File: src/design/stts_pkg.sv
// Package: request types and scan stage codes for the sleep type table scanner.
`timescale 1ns / 1ps

package stts_pkg;

  // Input request: one table byte with the end-of-table flag
  typedef struct packed {
    logic [7:0] data_byte;
    logic       last_byte;
  } in_t;

  // Result request: one per table
  typedef struct packed {
    logic [2:0] sleep_type;
    logic       found;
    logic       sum_ok;
  } out_t;

  // Position in the soft-off object sequence
  typedef enum logic [3:0] {
    ST_SEEK   = 4'd0,
    ST_US1    = 4'd1,
    ST_S      = 4'd2,
    ST_FIVE   = 4'd3,
    ST_US2    = 4'd4,
    ST_PKG    = 4'd5,
    ST_LEAD   = 4'd6,
    ST_SKIP   = 4'd7,
    ST_COUNT  = 4'd8,
    ST_PREFIX = 4'd9,
    ST_VALUE  = 4'd10
  } stage_t;

  // Bytes of the sequence
  localparam logic [7:0] NAME_OP    = 8'h08;
  localparam logic [7:0] PKG_OP     = 8'h12;
  localparam logic [7:0] BYTE_PFX   = 8'h0A;
  localparam logic [7:0] CHR_US     = 8'h5F;
  localparam logic [7:0] CHR_S      = 8'h53;
  localparam logic [7:0] CHR_FIVE   = 8'h35;
  localparam logic [2:0] TYPE_MASK  = 3'h7;

endpackage

File: src/design/sleep_type_table_scanner_top.sv
// Top level: input register, scan engine and result register of the table scanner.
//
//   channel | direction | payload         | handshake
//   in_     | input     | stts_pkg::in_t  | in_valid / in_stall
//   out_    | output    | stts_pkg::out_t | out_valid / out_stall
//
// One byte per cycle unless out_stall holds a result; a byte goes input register ->
// scan engine -> result register, which raises out_valid for the final byte.
// Only the final byte of a table produces a result request.
// Synchronous active-low reset clears the scan state and both valid flags.
// A held result under out_stall stops a full input register, which raises in_stall.
`timescale 1ns / 1ps

module sleep_type_table_scanner_top #(
  parameter int HEADER_BYTES = 36
) (
  input  logic           clk,
  input  logic           rst_n,
  input  logic           in_valid,
  output logic           in_stall,
  input  stts_pkg::in_t  in_data,
  output logic           out_valid,
  input  logic           out_stall,
  output stts_pkg::out_t out_data
);

  logic           in_valid_r;
  stts_pkg::in_t  in_data_r;
  logic           out_valid_r;
  stts_pkg::out_t out_data_r;
  stts_pkg::out_t res;
  logic           advance;
  logic           step;

  // input register moves on unless a result is held against a stall
  assign advance  = !out_valid_r || !out_stall;
  assign step     = in_valid_r && advance;
  assign in_stall = in_valid_r && !advance;

  // Input register
  always_ff @(posedge clk) begin
    if (!rst_n) begin
      in_valid_r <= 1'b0;
    end else if (!in_stall) begin
      in_valid_r <= in_valid;
    end
  end

  always_ff @(posedge clk) begin
    if (!in_stall && in_valid) begin
      in_data_r <= in_data;
    end
  end

  stts_scan #(
    .HEADER_BYTES(HEADER_BYTES)
  ) u_scan (
    .clk  (clk),
    .rst_n(rst_n),
    .step (step),
    .item (in_data_r),
    .res  (res)
  );

  // Result register
  always_ff @(posedge clk) begin
    if (!rst_n) begin
      out_valid_r <= 1'b0;
    end else if (advance) begin
      out_valid_r <= step && in_data_r.last_byte;
    end
  end

  always_ff @(posedge clk) begin
    if (step && in_data_r.last_byte) begin
      out_data_r <= res;
    end
  end

  assign out_valid = out_valid_r;
  assign out_data  = out_data_r;

endmodule

File: src/design/stts_scan.sv
// Scan engine: running checksum, header skip and soft-off object match state.
`timescale 1ns / 1ps

module stts_scan #(
  parameter int HEADER_BYTES = 36
) (
  input  logic          clk,
  input  logic          rst_n,
  input  logic          step,
  input  stts_pkg::in_t item,
  output stts_pkg::out_t res
);

  localparam int HCW = $clog2(HEADER_BYTES + 1);

  logic [7:0]       sum_r, sum_nxt;
  logic [HCW-1:0]   hdr_cnt_r, hdr_cnt_nxt;
  stts_pkg::stage_t stage_r, stage_nxt;
  logic [1:0]       skip_r, skip_nxt;
  logic             done_r, done_nxt;
  logic [2:0]       held_r, held_nxt;
  logic [7:0]       b;
  stts_pkg::stage_t restart;

  assign b = item.data_byte;
  // a broken match restarts on a name opcode
  assign restart = (b == stts_pkg::NAME_OP) ? stts_pkg::ST_US1 : stts_pkg::ST_SEEK;

  // Next state for one byte
  always_comb begin
    sum_nxt     = sum_r + b;
    hdr_cnt_nxt = hdr_cnt_r;
    stage_nxt   = stage_r;
    skip_nxt    = skip_r;
    done_nxt    = done_r;
    held_nxt    = held_r;
    if (hdr_cnt_r < HCW'(HEADER_BYTES)) begin
      hdr_cnt_nxt = hdr_cnt_r + 1'b1;
    end else if (!done_r) begin
      case (stage_r)
        stts_pkg::ST_SEEK:  stage_nxt = restart;
        stts_pkg::ST_US1:   stage_nxt = (b == stts_pkg::CHR_US)   ? stts_pkg::ST_S    : restart;
        stts_pkg::ST_S:     stage_nxt = (b == stts_pkg::CHR_S)    ? stts_pkg::ST_FIVE : restart;
        stts_pkg::ST_FIVE:  stage_nxt = (b == stts_pkg::CHR_FIVE) ? stts_pkg::ST_US2  : restart;
        stts_pkg::ST_US2:   stage_nxt = (b == stts_pkg::CHR_US)   ? stts_pkg::ST_PKG  : restart;
        stts_pkg::ST_PKG:   stage_nxt = (b == stts_pkg::PKG_OP)   ? stts_pkg::ST_LEAD : restart;
        stts_pkg::ST_LEAD: begin
          // top two bits of the lead byte count extra length bytes
          skip_nxt  = b[7:6];
          stage_nxt = (b[7:6] != 2'd0) ? stts_pkg::ST_SKIP : stts_pkg::ST_COUNT;
        end
        stts_pkg::ST_SKIP: begin
          skip_nxt = skip_r - 2'd1;
          if (skip_r == 2'd1) begin
            stage_nxt = stts_pkg::ST_COUNT;
          end
        end
        stts_pkg::ST_COUNT: stage_nxt = stts_pkg::ST_PREFIX;
        stts_pkg::ST_PREFIX: begin
          if (b == stts_pkg::BYTE_PFX) begin
            stage_nxt = stts_pkg::ST_VALUE;
          end else begin
            held_nxt  = b[2:0] & stts_pkg::TYPE_MASK;
            done_nxt  = 1'b1;
            stage_nxt = stts_pkg::ST_SEEK;
          end
        end
        stts_pkg::ST_VALUE: begin
          held_nxt  = b[2:0] & stts_pkg::TYPE_MASK;
          done_nxt  = 1'b1;
          stage_nxt = stts_pkg::ST_SEEK;
        end
        default: stage_nxt = restart;
      endcase
    end
  end

  // Result for the final byte
  always_comb begin
    res.sum_ok     = (sum_nxt == 8'd0);
    res.found      = done_nxt;
    res.sleep_type = (res.sum_ok && done_nxt) ? held_nxt : 3'd0;
  end

  // State registers; the final byte returns everything to reset
  always_ff @(posedge clk) begin
    if (!rst_n || (step && item.last_byte)) begin
      sum_r     <= '0;
      hdr_cnt_r <= '0;
      stage_r   <= stts_pkg::ST_SEEK;
      skip_r    <= '0;
      done_r    <= 1'b0;
      held_r    <= '0;
    end else if (step) begin
      sum_r     <= sum_nxt;
      hdr_cnt_r <= hdr_cnt_nxt;
      stage_r   <= stage_nxt;
      skip_r    <= skip_nxt;
      done_r    <= done_nxt;
      held_r    <= held_nxt;
    end
  end

endmodule

File: config.mk
export PLATFORM = sky130hd
export DESIGN_NAME = sleep_type_table_scanner_top
export DESIGN_NICKNAME = d
export VERILOG_FILES = /design/src/design/stts_pkg.sv /design/src/design/sleep_type_table_scanner_top.sv /design/src/design/stts_scan.sv
export SDC_FILE = /design/constraint.sdc
export NUM_CORES = 1
export LEC_CHECK = 0
export BUFFER_PORTS_ARGS = -buffer_cell sky130_fd_sc_hd__buf_2
export CAP_MARGIN = 20
export CELL_PAD_IN_SITES_DETAIL_PLACEMENT = 1
export CELL_PAD_IN_SITES_GLOBAL_PLACEMENT = 1
export CORE_MARGIN = 2
export CORE_UTILIZATION = 48
export DETAILED_ROUTE_END_ITERATION = 8
export PLACE_DENSITY_LB_ADDON = 0.12
export SETUP_SLACK_MARGIN = 0.5
export SYNTH_ARGS = -nofsm -noshare
export SYNTH_HDL_FRONTEND = slang
export SYNTH_SLANG_ARGS = --single-unit
export TNS_END_PERCENT = 20
File: constraint.sdc
create_clock -name clk -period 4.79 [get_ports clk]
set_input_delay 0.7185 -clock clk [delete_from_list [all_inputs] [get_ports clk]]
set_output_delay 0.7185 -clock clk [all_outputs]
set_load 0.05 [all_outputs]
Word level (Yosys, flattened, before mapping) --
Cells that the tools add are included.
Cells by class: $add $sub $neg 3, $lt $le $gt $ge 1, eq/ne operators 18, muxes and demuxes 19, bitwise gates (word level) 2, reduce and logical (&&, ||, !) cells 18
Operator list (count):
- 4-bit one-hot mux with 10 select lines | 1
- 4-bit 2-to-1 mux | 8
- 4-bit by 3-bit equality test with 1-bit output (second input constant) | 4
- 8-bit by 4-bit equality test with 1-bit output (second input constant) | 2
- 8-bit by 7-bit equality test with 1-bit output (second input constant) | 2
- 4-bit equality test (second input constant) | 3
- 3-bit 2-to-1 mux | 3
- 8-bit adder | 1
- 4-bit by 2-bit equality test with 1-bit output (second input constant) | 2
- 8-bit by 5-bit equality test with 1-bit output (second input constant) | 1
- 8-bit by 6-bit equality test with 1-bit output (second input constant) | 1
- 8-bit logical NOT | 1
- 4-bit AND reduction | 2
- 6-bit by 1-bit adder with 6-bit output (second input constant) | 1
- 6-bit < comparator (second input constant) | 1
- 3-bit one-hot mux with 2 select lines | 1
- 1-bit logical AND | 5
- 1-bit logical NOT | 5
- 4-bit by 1-bit equality test with 1-bit output (second input constant) | 1
- 1-bit 2-to-1 mux | 4
- 2-bit one-hot mux with 2 select lines | 1
- 2-bit nonzero test | 2
- 2-bit by 1-bit equality test with 1-bit output (second input constant) | 1
- 1-bit logical OR | 2
- 5 further kinds | 6
Word-level totals: register bits after elaboration 40, word-level logic and storage cells 74

Depth between registers and ports, before layout --
word-level depth 6, gate-level depth with buffers 8

Cells and area by module --
From an unflattened synthesis, not the netlist that was laid out.
Second synthesis, totals: cells, all modules 250, area total of the unflattened synthesis 2289.7 um2
By module, submodules not included:
- stts_scan | times used 1, cells each 226, area an instance 1778.0 um2, sequential area each 480.5 um2
- sleep_type_table_scanner_top | times used 1, cells each 24, area an instance 511.7 um2, sequential area each 460.4 um2

Least setup slack after synthesis --
No wires, ideal clock.
path kind flip-flop to flip-flop, start reg in_data_r[1] (netlist name), end reg out_data_r (netlist bit out_data[3]), data pin, setup time 0.146 ns, arrival time 2.106 ns, data required time 4.644 ns, slack 2.537 ns, cell stages (with the launch flop) 9, path buffers 0, cells stage by stage edfxtp_1 -> ha_1 -> fa_1 -> a211oi_1 -> o21bai_1 -> a21oi_1 -> xor2_1 -> nand4_1 -> a21oi_1
On the way: word-level cells in the longest chain between the ends 6
RTL lines:
- start: declaration | line sleep_type_table_scanner_top.sv:28 | stts_pkg::in_t in_data_r;
- start signal: assignment | line sleep_type_table_scanner_top.sv:51 | in_data_r <= in_data;
- parallel branches: the longest is 6 deep, another holds 8-bit adder
- end signal: assignment | line sleep_type_table_scanner_top.sv:76 | out_data_r <= res;
- end: declaration | line sleep_type_table_scanner_top.sv:30 | stts_pkg::out_t out_data_r;
Parallel ways; which one is timed is not known. A chain may end at the register's enable or synchronous reset.

Worst setup path in the final report --
Ends and elaborated chain as after synthesis.

==> flow_summary.json <==
{
  "status": "finished clean",
  "gp_congestion": 0.801,
  "syn_area_mm2": 0.00215,
  "die_height_um": 70.9,
  "cp-start-kind": "flop",
  "numCtsBuffers": 5,
  "wl_met3_um": 155,
  "final_antenna_net_count": 0,
  "top_layer": "met4",
  "wl_met2_mm": 2.41,
  "wl_met1_mm": 2.48,
  "grt_max_degree": 25,
  "worstPathArrival_ps": 2780,
  "die_w_um": 70.9,
  "cts_tree": "done",
  "p_leak_nw": 0.952,
  "synthCells": 235,
  "post_cts_buffers": 0,
  "place_area_mm2": 0.00228,
  "drt_pass1_iterations": 4,
  "critPathSlowestCell": "edfxtp_1",
  "design_area_mm2": 0.00236,
  "num_io_pins": 20,
  "crit_chain": "ha_1 -> fa_1 -> a211oi_1 -> o21bai_1 -> a21oi_1 -> xor2_1 -> nand4_1 -> a21oi_1",
  "first_iter_violations": 94,
  "grt_usage_pct": 21.7,
  "stdcell_count": 306,
  "via_count": 1788,
  "timing.final.crit_share_pct": 55.0,
  "clock_sinks": 40,
  "seq_area_frac_synth_pct": 43.8,
  "setup_viol": 0,
  "hold_ws_ps": 469,
  "std_cell_rows": 24,
  "diodes": 0,
  "coreArea_mm2": 0.00432,
  "die_area_mm2": 0.00502,
  "grt_setup_unrepaired": "false",
  "area_delta_synth_final_pct": 9.96,
  "syn-mean-instance-area_um2": 9.14,
  "ys_ff_latch": 40,
  "antenna_found_initial": 0,
  "ys.flop_type": "dfxtp_1",
  "cp_slowest_stage_delay_ps": 490,
  "drv_slew": 0,
  "cts-resized-gates": 0,
  "clock.fmax_ghz": 0.380,
  "avgRoutedWirePerCell_um": 16.6,
  "clk_latency_ps": 290,
  "viasPerCell": 5.84,
  "remaining_drc_errors": 0,
  "synth_edf_count": 14,
  "maxCapViolCount": 0,
  "hold_path.class": "flop to flop",
  "fillCellCount": 528,
  "dp.cells": 298,
  "slew-limit-headroom_pct": 41.4,
  "clkTransAtPathRegs_ps": 80,
  "wl_mm": 5.09,
  "yosys.area.top_type": "dfxtp_1",
  "yosysTopAreaCellShare_pct": 24.2,
  "vdd_drop_max_v": 0.000169,
  "fin_worst_skew_ps": 8.64,
  "ctsHoldBuffers": 0,
  "grt_pass1_vias": 1849,
  "fin_nets": 276,
  "path_class": "flop to flop",
  "dp_hpwl_mm": 3.85,
  "grt_remaining_overflow": 0,
  "ys_async_sr_fraction_pct": 0,
  "synthTopCellsByArea": "dfxtp_1 (24%), edfxtp_1 (20%), ha_1 (5.2%), nor2_1 (5.2%), nand2_1 (3.8%)",
  "period_needed_ps": 2630,
  "synth_nets": 258,
  "power.density_mw_per_mm2": 284,
  "required_ps": 4930,
  "ctsLongestPathBuffers": 2,
  "crit_fanout": 6,
  "port_buffers": 19,
  "power.total_mw": 0.670,
  "grt_pass1_wl_mm": 8.74,
  "ys_warn_count": 0,
  "path_common_cell": "a21oi_1",
  "endpoint_kind": "flop",
  "start_util_pct": 49.7,
  "ys_types": 49,
  "worst_slew_pin_slew_ps": 877,
  "finalSetupTns_ps": 0,
  "final_hold_viol_count": 0,
  "cts-root-buf": "clkbuf_8",
  "drive_above_1_share_pct": 13.0,
  "h-tree-depth": 2
}
[metal layers]
layer	vias to the layer above	track usage, %
met1	848	28.2
li1	903	-
met4	0	6.08
met3	6	5.13
met5	-	0
met2	31	36.3
[layout by cell type (no fill, tap or decap), types with 3 or more instances in the layout]
master	count
nor2b_1	6
xor2_1	7
clkbuf_8	5
dfxtp_1	26
nor3_1	9
a21o_1	4
inv_1	4
buf_2	19
mux2i_1	4
a21oi_1	13
ha_1	9
o21ai_0	8
a211oi_1	6
and3_1	4
nor4_1	3
nand2_1	22
and2_1	3
nand4_1	5
nand2b_1	5
nor2_1	30
a22oi_1	6
edfxtp_1	14
nand3_1	6
[kinds of logic after synthesis]
group	count (synthesis)	share of synthesized area (%)
simple gates	104	24.6
compound gates	56	17.7
flops	40	43.8
buf+inv	12	2.16
fa+ha+maj	10	6.18
xor+xnor	9	3.67
mux	4	1.86
[flip-flops by register name, indices dropped and copies added (netlist names)]
signal and flops:
out_valid 1, in_valid_r 1, u_scan.held_r 3, u_scan.skip_r 2
out_data 5, u_scan.hdr_cnt_r 6, in_data_r 9, u_scan.stage_r 4
u_scan.sum_r 8, u_scan.done_r 1
[Yosys cell counts, drive strengths merged, types with 5 or more instances]
library cell / n
a22oi: 6
clkbuf: 6
edfxtp: 14
o21ai: 8
ha: 9
nor2b: 6
xor2: 7
nand2: 22
nand3: 6
dfxtp: 26
a211oi: 6
nor2: 30
a21oi: 13
nand4: 5
nor3: 9
nand2b: 5
[worst max-delay path: cells and delay by family, from the launching register on]
kind                     cells  cell delay, ps
adder cells (fa/ha/maj)      2             700
flip-flops                   1             490
XOR/XNOR                     1             240
AND/OR/NAND/NOR              1             220
AO/OA/AOI/OAI                4             830
[stage by stage]
stage	setup slack [ps]	util, %
floorplan	2540	-
global placement	2120	52.6
detailed placement	2170	52.6
CTS	2150	54.6
global route	1900	54.6
finish	2160	54.6
[worst paths after layout]
path / end / cells past startpoint / startpoint / slack, ps
max: out_data[3] / 8 / in_data_r[1] / 2160
min: u_scan.sum_r[3] / 2 / u_scan.sum_r[3] / 470
max reg2reg: out_data[3] / 8 / in_data_r[1] / 2160
min reg2reg: u_scan.sum_r[3] / 2 / u_scan.sum_r[3] / 470
[power by group]
group | total (mW) | internal, mW | switching (mW)
registers | 0.374 | 0.362 | 0.0118
clock network | 0.226 | 0.102 | 0.124
logic | 0.0708 | 0.0277 | 0.0431
total | 0.670 | 0.492 | 0.178
[cell type report]
type	instances	area [um^2]	area share (%)
Clock buffer	6	72.6	3.07
Timing Repair Buffer	19	95.1	4.03
Clock inverter	2	12.5	0.530
Tap cell	52	65.1	2.76
Multi-Input combinational cell	183	1160	49.1
Sequential cell	40	941	39.9
Inverter	4	15.0	0.636
No activity file was read; power rests on OpenSTA's default activity.
